[config.mk]
export PLATFORM = sky130hd
export DESIGN_NAME = single_wire_sensor_reader
export DESIGN_NICKNAME = d
export VERILOG_FILES = /design/src/design/swsr_pkg.sv /design/src/design/single_wire_sensor_reader.sv
export SDC_FILE = /design/constraint.sdc
export NUM_CORES = 1
export LEC_CHECK = 0
export BUFFER_PORTS_ARGS = -buffer_cell sky130_fd_sc_hd__clkbuf_2
export CORE_UTILIZATION = 30
export CTS_CLUSTER_DIAMETER = 80
export DETAILED_ROUTE_END_ITERATION = 8
export GPL_ROUTABILITY_DRIVEN = 0
export PLACE_DENSITY = 0.59
export SYNTH_ARGS = -nofsm -noshare
export SYNTH_HDL_FRONTEND = slang
export SYNTH_SLANG_ARGS = --single-unit
[constraint.sdc]
create_clock -name clock -period 11.2 [get_ports clock]
set_input_delay 2.8 -clock clock [delete_from_list [all_inputs] [get_ports clock]]
set_output_delay 2.8 -clock clock [all_outputs]
set_load 0.1 [all_outputs]
[src/design/swsr_pkg.sv]
`default_nettype none

package swsr_pkg;

   localparam int BITS_PER_BYTE = 8;
   localparam int COUNT_WIDTH   = 16;
   localparam int ADDR_WIDTH    = 5;
   localparam int DATA_WIDTH    = 32;

   localparam logic [COUNT_WIDTH-1:0] COUNT_MAX = {COUNT_WIDTH{1'b1}};

   localparam logic FUNC_TICK  = 1'b0;
   localparam logic FUNC_START = 1'b1;

   localparam logic [2:0] REG_START_LOW   = 3'd0;
   localparam logic [2:0] REG_START_HIGH  = 3'd1;
   localparam logic [2:0] REG_RESP_LIMIT  = 3'd2;
   localparam logic [2:0] REG_BIT_LIMIT   = 3'd3;
   localparam logic [2:0] REG_ONE_THRESH  = 3'd4;
   localparam logic [2:0] REG_FRAME_BYTES = 3'd5;

   typedef enum logic [1:0] {
      STATUS_IDLE        = 2'd0,
      STATUS_BUSY        = 2'd1,
      STATUS_NO_RESPONSE = 2'd2,
      STATUS_BIT_TIMEOUT = 2'd3
   } status_type;

   typedef enum logic [2:0] {
      PHASE_IDLE       = 3'd0,
      PHASE_START_LOW  = 3'd1,
      PHASE_START_HIGH = 3'd2,
      PHASE_RESP_LOW   = 3'd3,
      PHASE_RESP_HIGH  = 3'd4,
      PHASE_BIT_LOW    = 3'd5,
      PHASE_BIT_HIGH   = 3'd6
   } phase_type;

endpackage

`default_nettype wire

[src/design/single_wire_sensor_reader.sv]
// Channel   Direction  Handshake              Payload
// req       in         req_valid / req_ready  req_func, req_pin_level
// rsp       out        rsp_valid / rsp_ready  rsp_drive_low, rsp_drive_enable, rsp_byte_valid,
//                                             rsp_data_byte, rsp_last_byte, rsp_status
// csr       in/out     psel, penable / pready paddr, pwrite, pwdata, prdata
//
// An item is taken in each cycle that req_ready is high, and its result is registered.
// The single output register sets the rate: a new item is taken whenever it is empty or
// its result is being taken in the same cycle.
// A stall on the result side holds the result and stops input until it is taken.
// Reset is synchronous, empties the output register and resets the CSR and state registers.
`default_nettype none

module single_wire_sensor_reader
   import swsr_pkg::*;
(
   input  wire logic                  clock,
   input  wire logic                  reset,
   input  wire logic                  req_valid,
   output      logic                  req_ready,
   input  wire logic                  req_func,
   input  wire logic                  req_pin_level,
   output      logic                  rsp_valid,
   input  wire logic                  rsp_ready,
   output      logic                  rsp_drive_low,
   output      logic                  rsp_drive_enable,
   output      logic                  rsp_byte_valid,
   output      logic [7:0]            rsp_data_byte,
   output      logic                  rsp_last_byte,
   output      logic [1:0]            rsp_status,
   input  wire logic                  psel,
   input  wire logic                  penable,
   input  wire logic                  pwrite,
   input  wire logic [ADDR_WIDTH-1:0] paddr,
   input  wire logic [DATA_WIDTH-1:0] pwdata,
   output      logic [DATA_WIDTH-1:0] prdata,
   output      logic                  pready
);

   logic [15:0] start_low_ff;
   logic [7:0]  start_high_ff;
   logic [7:0]  resp_limit_ff;
   logic [7:0]  bit_limit_ff;
   logic [7:0]  one_thresh_ff;
   logic [3:0]  frame_bytes_ff;

   phase_type              phase_ff, phase_in;
   logic [COUNT_WIDTH-1:0] tick_ff, tick_in;
   logic [2:0]             bit_index_ff, bit_index_in;
   logic [7:0]             shift_ff, shift_in;
   logic [2:0]             byte_index_ff, byte_index_in;
   status_type             error_ff, error_in;

   logic       rsp_valid_ff;
   logic       drive_low_ff, drive_low_in;
   logic       drive_enable_ff, drive_enable_in;
   logic       byte_valid_ff, byte_valid_in;
   logic [7:0] data_byte_ff, data_byte_in;
   logic       last_byte_ff, last_byte_in;
   status_type status_ff, status_in;

   logic                   accept;
   logic                   csr_write;
   logic [COUNT_WIDTH-1:0] count_up;
   logic [3:0]             frame_bytes;
   logic                   bit_value;
   logic [7:0]             shifted;

   assign pready    = 1'b1;
   assign csr_write = psel && penable && pwrite && pready;
   assign req_ready = !rsp_valid_ff || rsp_ready;
   assign accept    = req_valid && req_ready;

   always_ff @(posedge clock) begin
      if (reset) begin
         start_low_ff   <= 16'd25000;
         start_high_ff  <= 8'd25;
         resp_limit_ff  <= 8'd100;
         bit_limit_ff   <= 8'd100;
         one_thresh_ff  <= 8'd50;
         frame_bytes_ff <= 4'd5;
      end else if (csr_write) begin
         unique case (paddr[4:2])
            REG_START_LOW:   start_low_ff   <= pwdata[15:0];
            REG_START_HIGH:  start_high_ff  <= pwdata[7:0];
            REG_RESP_LIMIT:  resp_limit_ff  <= pwdata[7:0];
            REG_BIT_LIMIT:   bit_limit_ff   <= pwdata[7:0];
            REG_ONE_THRESH:  one_thresh_ff  <= pwdata[7:0];
            REG_FRAME_BYTES: frame_bytes_ff <= pwdata[3:0];
            default: ;
         endcase
      end
   end

   always_comb begin
      unique case (paddr[4:2])
         REG_START_LOW:   prdata = DATA_WIDTH'(start_low_ff);
         REG_START_HIGH:  prdata = DATA_WIDTH'(start_high_ff);
         REG_RESP_LIMIT:  prdata = DATA_WIDTH'(resp_limit_ff);
         REG_BIT_LIMIT:   prdata = DATA_WIDTH'(bit_limit_ff);
         REG_ONE_THRESH:  prdata = DATA_WIDTH'(one_thresh_ff);
         REG_FRAME_BYTES: prdata = DATA_WIDTH'(frame_bytes_ff);
         default:         prdata = '0;
      endcase
   end

   assign count_up    = (tick_ff == COUNT_MAX) ? tick_ff : tick_ff + 1'b1;
   assign frame_bytes = (frame_bytes_ff == 4'd0) ? 4'd1 :
                        (frame_bytes_ff > 4'd8)  ? 4'd8 : frame_bytes_ff;
   assign bit_value   = tick_ff > COUNT_WIDTH'(one_thresh_ff);
   assign shifted     = {shift_ff[6:0], bit_value};

   always_comb begin
      phase_in      = phase_ff;
      tick_in       = tick_ff;
      bit_index_in  = bit_index_ff;
      shift_in      = shift_ff;
      byte_index_in = byte_index_ff;
      error_in      = error_ff;
      byte_valid_in = 1'b0;
      data_byte_in  = 8'd0;
      last_byte_in  = 1'b0;

      if (req_func == FUNC_START) begin
         phase_in      = PHASE_START_LOW;
         tick_in       = '0;
         bit_index_in  = '0;
         shift_in      = '0;
         byte_index_in = '0;
         error_in      = STATUS_IDLE;
      end else begin
         unique case (phase_ff)
            PHASE_IDLE: ;
            PHASE_START_LOW: begin
               tick_in = count_up;
               if (count_up >= COUNT_WIDTH'(start_low_ff) || count_up == COUNT_MAX) begin
                  phase_in = PHASE_START_HIGH;
                  tick_in  = '0;
               end
            end
            PHASE_START_HIGH: begin
               tick_in = count_up;
               if (count_up >= COUNT_WIDTH'(start_high_ff) || count_up == COUNT_MAX) begin
                  phase_in = PHASE_RESP_LOW;
                  tick_in  = '0;
               end
            end
            PHASE_RESP_LOW: begin
               if (req_pin_level) begin
                  phase_in = PHASE_RESP_HIGH;
                  tick_in  = '0;
               end else if (count_up >= COUNT_WIDTH'(resp_limit_ff)) begin
                  phase_in = PHASE_IDLE;
                  tick_in  = '0;
                  error_in = STATUS_NO_RESPONSE;
               end else begin
                  tick_in = count_up;
               end
            end
            PHASE_RESP_HIGH: begin
               if (!req_pin_level) begin
                  phase_in      = PHASE_BIT_LOW;
                  tick_in       = '0;
                  bit_index_in  = '0;
                  shift_in      = '0;
                  byte_index_in = '0;
               end else if (count_up >= COUNT_WIDTH'(resp_limit_ff)) begin
                  phase_in = PHASE_IDLE;
                  tick_in  = '0;
                  error_in = STATUS_NO_RESPONSE;
               end else begin
                  tick_in = count_up;
               end
            end
            PHASE_BIT_LOW: begin
               if (req_pin_level) begin
                  phase_in = PHASE_BIT_HIGH;
                  tick_in  = '0;
               end else if (count_up > COUNT_WIDTH'(bit_limit_ff)) begin
                  phase_in = PHASE_IDLE;
                  tick_in  = '0;
                  error_in = STATUS_BIT_TIMEOUT;
               end else begin
                  tick_in = count_up;
               end
            end
            PHASE_BIT_HIGH: begin
               if (!req_pin_level) begin
                  tick_in  = '0;
                  phase_in = PHASE_BIT_LOW;
                  shift_in = shifted;
                  if (bit_index_ff == 3'(BITS_PER_BYTE - 1)) begin
                     byte_valid_in = 1'b1;
                     data_byte_in  = shifted;
                     bit_index_in  = '0;
                     shift_in      = '0;
                     if (({1'b0, byte_index_ff} + 4'd1) >= frame_bytes) begin
                        last_byte_in  = 1'b1;
                        byte_index_in = '0;
                        phase_in      = PHASE_IDLE;
                     end else begin
                        byte_index_in = byte_index_ff + 3'd1;
                     end
                  end else begin
                     bit_index_in = bit_index_ff + 3'd1;
                  end
               end else if (count_up > COUNT_WIDTH'(bit_limit_ff)) begin
                  phase_in = PHASE_IDLE;
                  tick_in  = '0;
                  error_in = STATUS_BIT_TIMEOUT;
               end else begin
                  tick_in = count_up;
               end
            end
            default: phase_in = PHASE_IDLE;
         endcase
      end

      drive_low_in    = (phase_in == PHASE_START_LOW);
      drive_enable_in = (phase_in == PHASE_START_LOW) || (phase_in == PHASE_START_HIGH);
      status_in       = (phase_in != PHASE_IDLE) ? STATUS_BUSY : error_in;
   end

   always_ff @(posedge clock) begin
      if (reset) begin
         phase_ff      <= PHASE_IDLE;
         tick_ff       <= '0;
         bit_index_ff  <= '0;
         shift_ff      <= '0;
         byte_index_ff <= '0;
         error_ff      <= STATUS_IDLE;
         rsp_valid_ff  <= 1'b0;
      end else begin
         if (accept) begin
            phase_ff      <= phase_in;
            tick_ff       <= tick_in;
            bit_index_ff  <= bit_index_in;
            shift_ff      <= shift_in;
            byte_index_ff <= byte_index_in;
            error_ff      <= error_in;
            rsp_valid_ff  <= 1'b1;
         end else if (rsp_ready) begin
            rsp_valid_ff <= 1'b0;
         end
      end
   end

   always_ff @(posedge clock) begin
      if (accept) begin
         drive_low_ff    <= drive_low_in;
         drive_enable_ff <= drive_enable_in;
         byte_valid_ff   <= byte_valid_in;
         data_byte_ff    <= data_byte_in;
         last_byte_ff    <= last_byte_in;
         status_ff       <= status_in;
      end
   end

   assign rsp_valid        = rsp_valid_ff;
   assign rsp_drive_low    = drive_low_ff;
   assign rsp_drive_enable = drive_enable_ff;
   assign rsp_byte_valid   = byte_valid_ff;
   assign rsp_data_byte    = data_byte_ff;
   assign rsp_last_byte    = last_byte_ff;
   assign rsp_status       = status_ff;

endmodule

`default_nettype wire

# Yosys cells after proc, flatten, opt, wreduce, memory -nomap -nowiden
# Index checks and enable logic that the tools add are counted.
[totals]
reg_bits = 101
output_inout_bits = 49
elab_cells = 130
input_bits = 46
[op_classes]
bitwise = 2
eq_ne = 19
order_cmp = 7
muxes = 53
reduce_logical = 26
addsub = 4
[op_table]
columns = ["operator", "n"]
rows = [
  ["$pmux 16 s6", 2],
  ["$mux 16", 10],
  ["$mux 3", 19],
  ["$eq 16x16->1 const B", 2],
  ["$ge 16x8->1", 2],
  ["$gt 16x8->1", 2],
  ["$mux 7", 4],
  ["$pmux 3 s7", 1],
  ["$eq 3x3->1 const B", 6],
  ["$add 16x1->16 const B", 1],
  ["$ge 16x16->1", 1],
  ["$eq 3x2->1 const B", 5],
  ["$mux 2", 7],
  ["$pmux 7 s2", 1],
  ["$reduce_and 2->1", 7],
  ["$pmux 3 s2", 2],
  ["$eq 3x1->1 const B", 3],
  ["$ne 3x3->1 const B", 3],
  ["$mux 4", 2],
  ["$pmux 2 s4", 1],
  ["$reduce_bool 7->1", 1],
  ["$add 3x1->3 const B", 2],
  ["$logic_not 3->1", 2],
  ["$reduce_bool 3->1", 2],
  ["other kinds (14)", 23],
]

# Depth between registers and ports, before layout
[logic_depth]
word_depth = 11
depth_mapped = 18
ltp_nobuf = 15

# Worst setup path after synthesis
# OpenSTA, ideal clock, no wires.
[synth_timing]
path_type = "input to output"
from = "input port paddr[4]"
to = "output port prdata[1]"
t_arrival_ns = 5.836
required_ns = 8.400
n_path_buf = 3
slack_ns = 2.564
path_stages = 5
cell_sequence = "clkbuf_1 clkbuf_1 clkbuf_1 a31oi_1 o21ai_0"
[synth_via]
elab_chain_cells = 2
word_cells_on_any_way = 7
classes_between = "eq/ne (5); mux (1); reduce/logical (1)"
[synth_rtl]
columns = ["element", "line", "source"]
rows = [
  ["start: declaration", "single_wire_sensor_reader.sv:34", "input wire logic [ADDR_WIDTH-1:0] paddr,"],
  ["$eq 3x3->1 (tied with other cells)", "single_wire_sensor_reader.sv:96", "unique case (paddr[4:2])"],
  ["$pmux 16 s6 (*)", "single_wire_sensor_reader.sv:96", ""],
  ["end: declaration", "single_wire_sensor_reader.sv:36", "output logic [DATA_WIDTH-1:0] prdata,"],
]
# Every way passes the cells marked *; elsewhere a longest branch is shown, timed or not.

# Worst setup path after layout
[layout_timing]
from = "input port paddr[2]"
to = "output port prdata[8]"
# Same word-level chain as after synthesis.

==> results by group <==
Run status
  • Status: completed

Power
  • Total power: between 800 and 900 uW
  • Total power per unit cell area: 107.7 nW/um^2
  • Peak supply drop: 0.06849 mV
  • Static Leak: 3.111 nW

Timing
  • Slew HR: 25.49%
  • Fin Clk Skew: 0.007264 ns
  • Slew Limit Fails: 0
  • Setup tns final: 0 ns
  • Maximum clock rate: 0.1314 GHz
  • Fin crit period: between 7 and 8 ns
  • Setup slack after layout: 3.591 ns
  • Setup-failing EPs final: 0
  • Final hold viol count: 0
  • RSZ-0062 raised after global routing: false
  • Final Cycle Share: between 60% and 70%
  • Least-Margin Pin Slew: 1.109 ns

Finish
  • Filler cells: 2334
  • Final-stage net count: 941
  • Share of layout cells above drive strength 1: 11.67%
  • P&R area growth vs syn: 10.60%
  • Final Instance Area: 7441 sq um
  • Ant diodes: 0

Logic synthesis
  • Yosys top cell area share: 25.89%
  • Most frequent cell after synthesis: nor2_1
  • Main synth FF type: dfxtp_1
  • Async S/R FF share, synth: 0%
  • Synthesis Warnings: 0
  • Number of synthesized flops with an enable pin: 14
  • Synthesized area: 6728 sq um
  • Ranking of synthesized cells by area: dfxtp_1, ha_1, edfxtp_1
  • Sequential cell area fraction in the yosys report: 32.14%
  • Synthesized flop and latch total: 101
  • Syn_area_per_cell: about 8.3 sq um
  • Synth area leader: dfxtp_1
  • Ranking of synthesized cells by instance count: nor2_1, dfxtp_1, inv_1
  • Synthesized instance count: roughly 800
  • Count of unique library cells instantiated by Yosys: 73

Clock network
  • Hold Buf Count CTS: 0
  • Clock Path Buffers: 2
  • CTS clk-pin slew, worst paths: 0.07 ns
  • Num CTS Buffers: 9
  • CTS tree: yes
  • Clock Latency Late Sink: approximately 0.36 ns
  • Clock Sinks: 101
  • Post-CTS Repair Setup Buffers: 0
  • Clock root buffer: clkbuf_16
  • H-tree lvl count: 3
  • Post-CTS resize count: 0

Placement
  • Port Buffers: 59
  • Area of placed instances: 7166 sq um
  • Detailed Place HPWL: approximately 12 mm
  • Dpl ws: 3.525 ns

Floorplan
  • Die Wd: 151.8 microns
  • Die area: 23030 sq um
  • # IOs: 95
  • Initial core utilization: 30.73%
  • Area of the core: ~22000 sq um
  • Rows: 54
  • Die Height: approximately 150 microns

Worst setup path
  • CP Launch Type: input pin
  • Crit Path Max Fanout: 24
  • CP Capture Type: output port
  • Kind of critical path: input pin to output port
  • CP arrival: 4.81 ns
  • CP required: 8.40 ns
  • Worst reg2reg path depth: 14

Global routing
  • Largest net degree at the start of global routing: 88
  • Initial antenna violation count: 0
  • Vias in the first global route: 5334
  • Grt total ovfl: 0
  • First-pass GRT wire length: 28.08 mm
  • Total track usage: 15.60%

Drt
  • Drt via density: about 5.2
  • DR DRC count: 0
  • Drt first-iter violations: 579
  • DR vias: 5900
  • ANT nets after route: 0
  • WL final: between 15 and 20 mm
  • Pre-Repair DR Iteration Count: 5
  • Routed WL per cell: 15.34 microns

Job
  • Max-cap violations: 0

Worst hold path
  • Hold depth: 2
  • Worst Hold Class: register to register
-- cell usage in the layout, fill, tap and decap left out, drive strengths merged, types with 14 or more instances in the layout --
cell type   n
a211o      21
a21oi      42
and2       21
clkbuf     67
conb       17
dfxtp      87
edfxtp     14
ha         52
inv        65
mux2i      34
nand2      57
nand3      19
nand4      17
nor2       94
nor3       17
o21ai      24
-- final timing paths --
check	startpoint	to	slack, ns
worst max-delay path	paddr[2]	prdata[8]	3.59
worst min-delay path	start_low_ff[10]	start_low_ff[10]	0.48
worst max register to register	tick_ff[0]	tick_ff[0]	6.26
worst min register to register	start_low_ff[10]	start_low_ff[10]	0.48
-- per-layer routing --
layer  vias to the layer above  track usage, %  wire length, microns
li1                       2978               -                     -
met1                      2725           21.74                  8331
met2                       171           24.34                  7701
met3                        26           2.126                   879
met4                         0           5.743                   389
met5                         -               0                     0
-- cell families after synthesis --
logic type	share of synthesized area, %
simple gates	22.00
compound gates	20.85
buf+inv	8.592
flops	32.14
fa+ha+maj	9.671
mux	5.784
xor+xnor	0.8556
other cells	0.1116
-- registers in the layout, summed over array words and instances (netlist names) --
name	cells
start_low_ff	16
tick_ff	16
bit_limit_ff	8
one_thresh_ff	8
resp_limit_ff	8
rsp_data_byte	8
start_high_ff	8
shift_ff	7
frame_bytes_ff	4
bit_index_ff	3
byte_index_ff	3
phase_ff	3
error_ff	2
rsp_status	2
rsp_byte_valid	1
rsp_drive_enable	1
rsp_drive_low	1
rsp_last_byte	1
rsp_valid	1
-- power breakdown --
group | leakage (nW) | switching [mW] | total, mW | internal, mW
registers | 0.840 | 0.00400 | 0.376 | 0.372
clock network | 0.131 | 0.150 | 0.302 | 0.152
logic | 2.14 | 0.103 | 0.124 | 0.0211
-- worst max-delay path, cell delays in order --
cell and delay (ns):
clkbuf_2 0.31, nor3_1 0.98, and2_1 0.25, clkbuf_2 0.46
-- stage by stage --
step | hold WS [ns] | std cells | util [%]
3_3_place_gp | 0.4597 | 1112 | 32.73
5_1_grt | 0.4961 | 1128 | 33.99
4_1_cts | 0.4751 | 1128 | 33.99
3_5_place_dp | 0.4647 | 1112 | 32.73
6_report | 0.4759 | 1128 | 33.99
2_1_floorplan | 0.4446 | 829 | -
-- layout make-up --
type / count / area, sq um / share of cell area (%)
Multi-Input combinational cell: 599 / 4050 / 54.43
Sequential cell: 101 / 2162 / 29.06
Timing Repair Buffer: 68 / 362.8 / 4.876
Tap cell: 280 / 350.3 / 4.708
Inverter: 64 / 240.2 / 3.229
Clock buffer: 9 / 225.2 / 3.027
Clock inverter: 7 / 50.05 / 0.6726
Power figures use the tool's default switching activity.
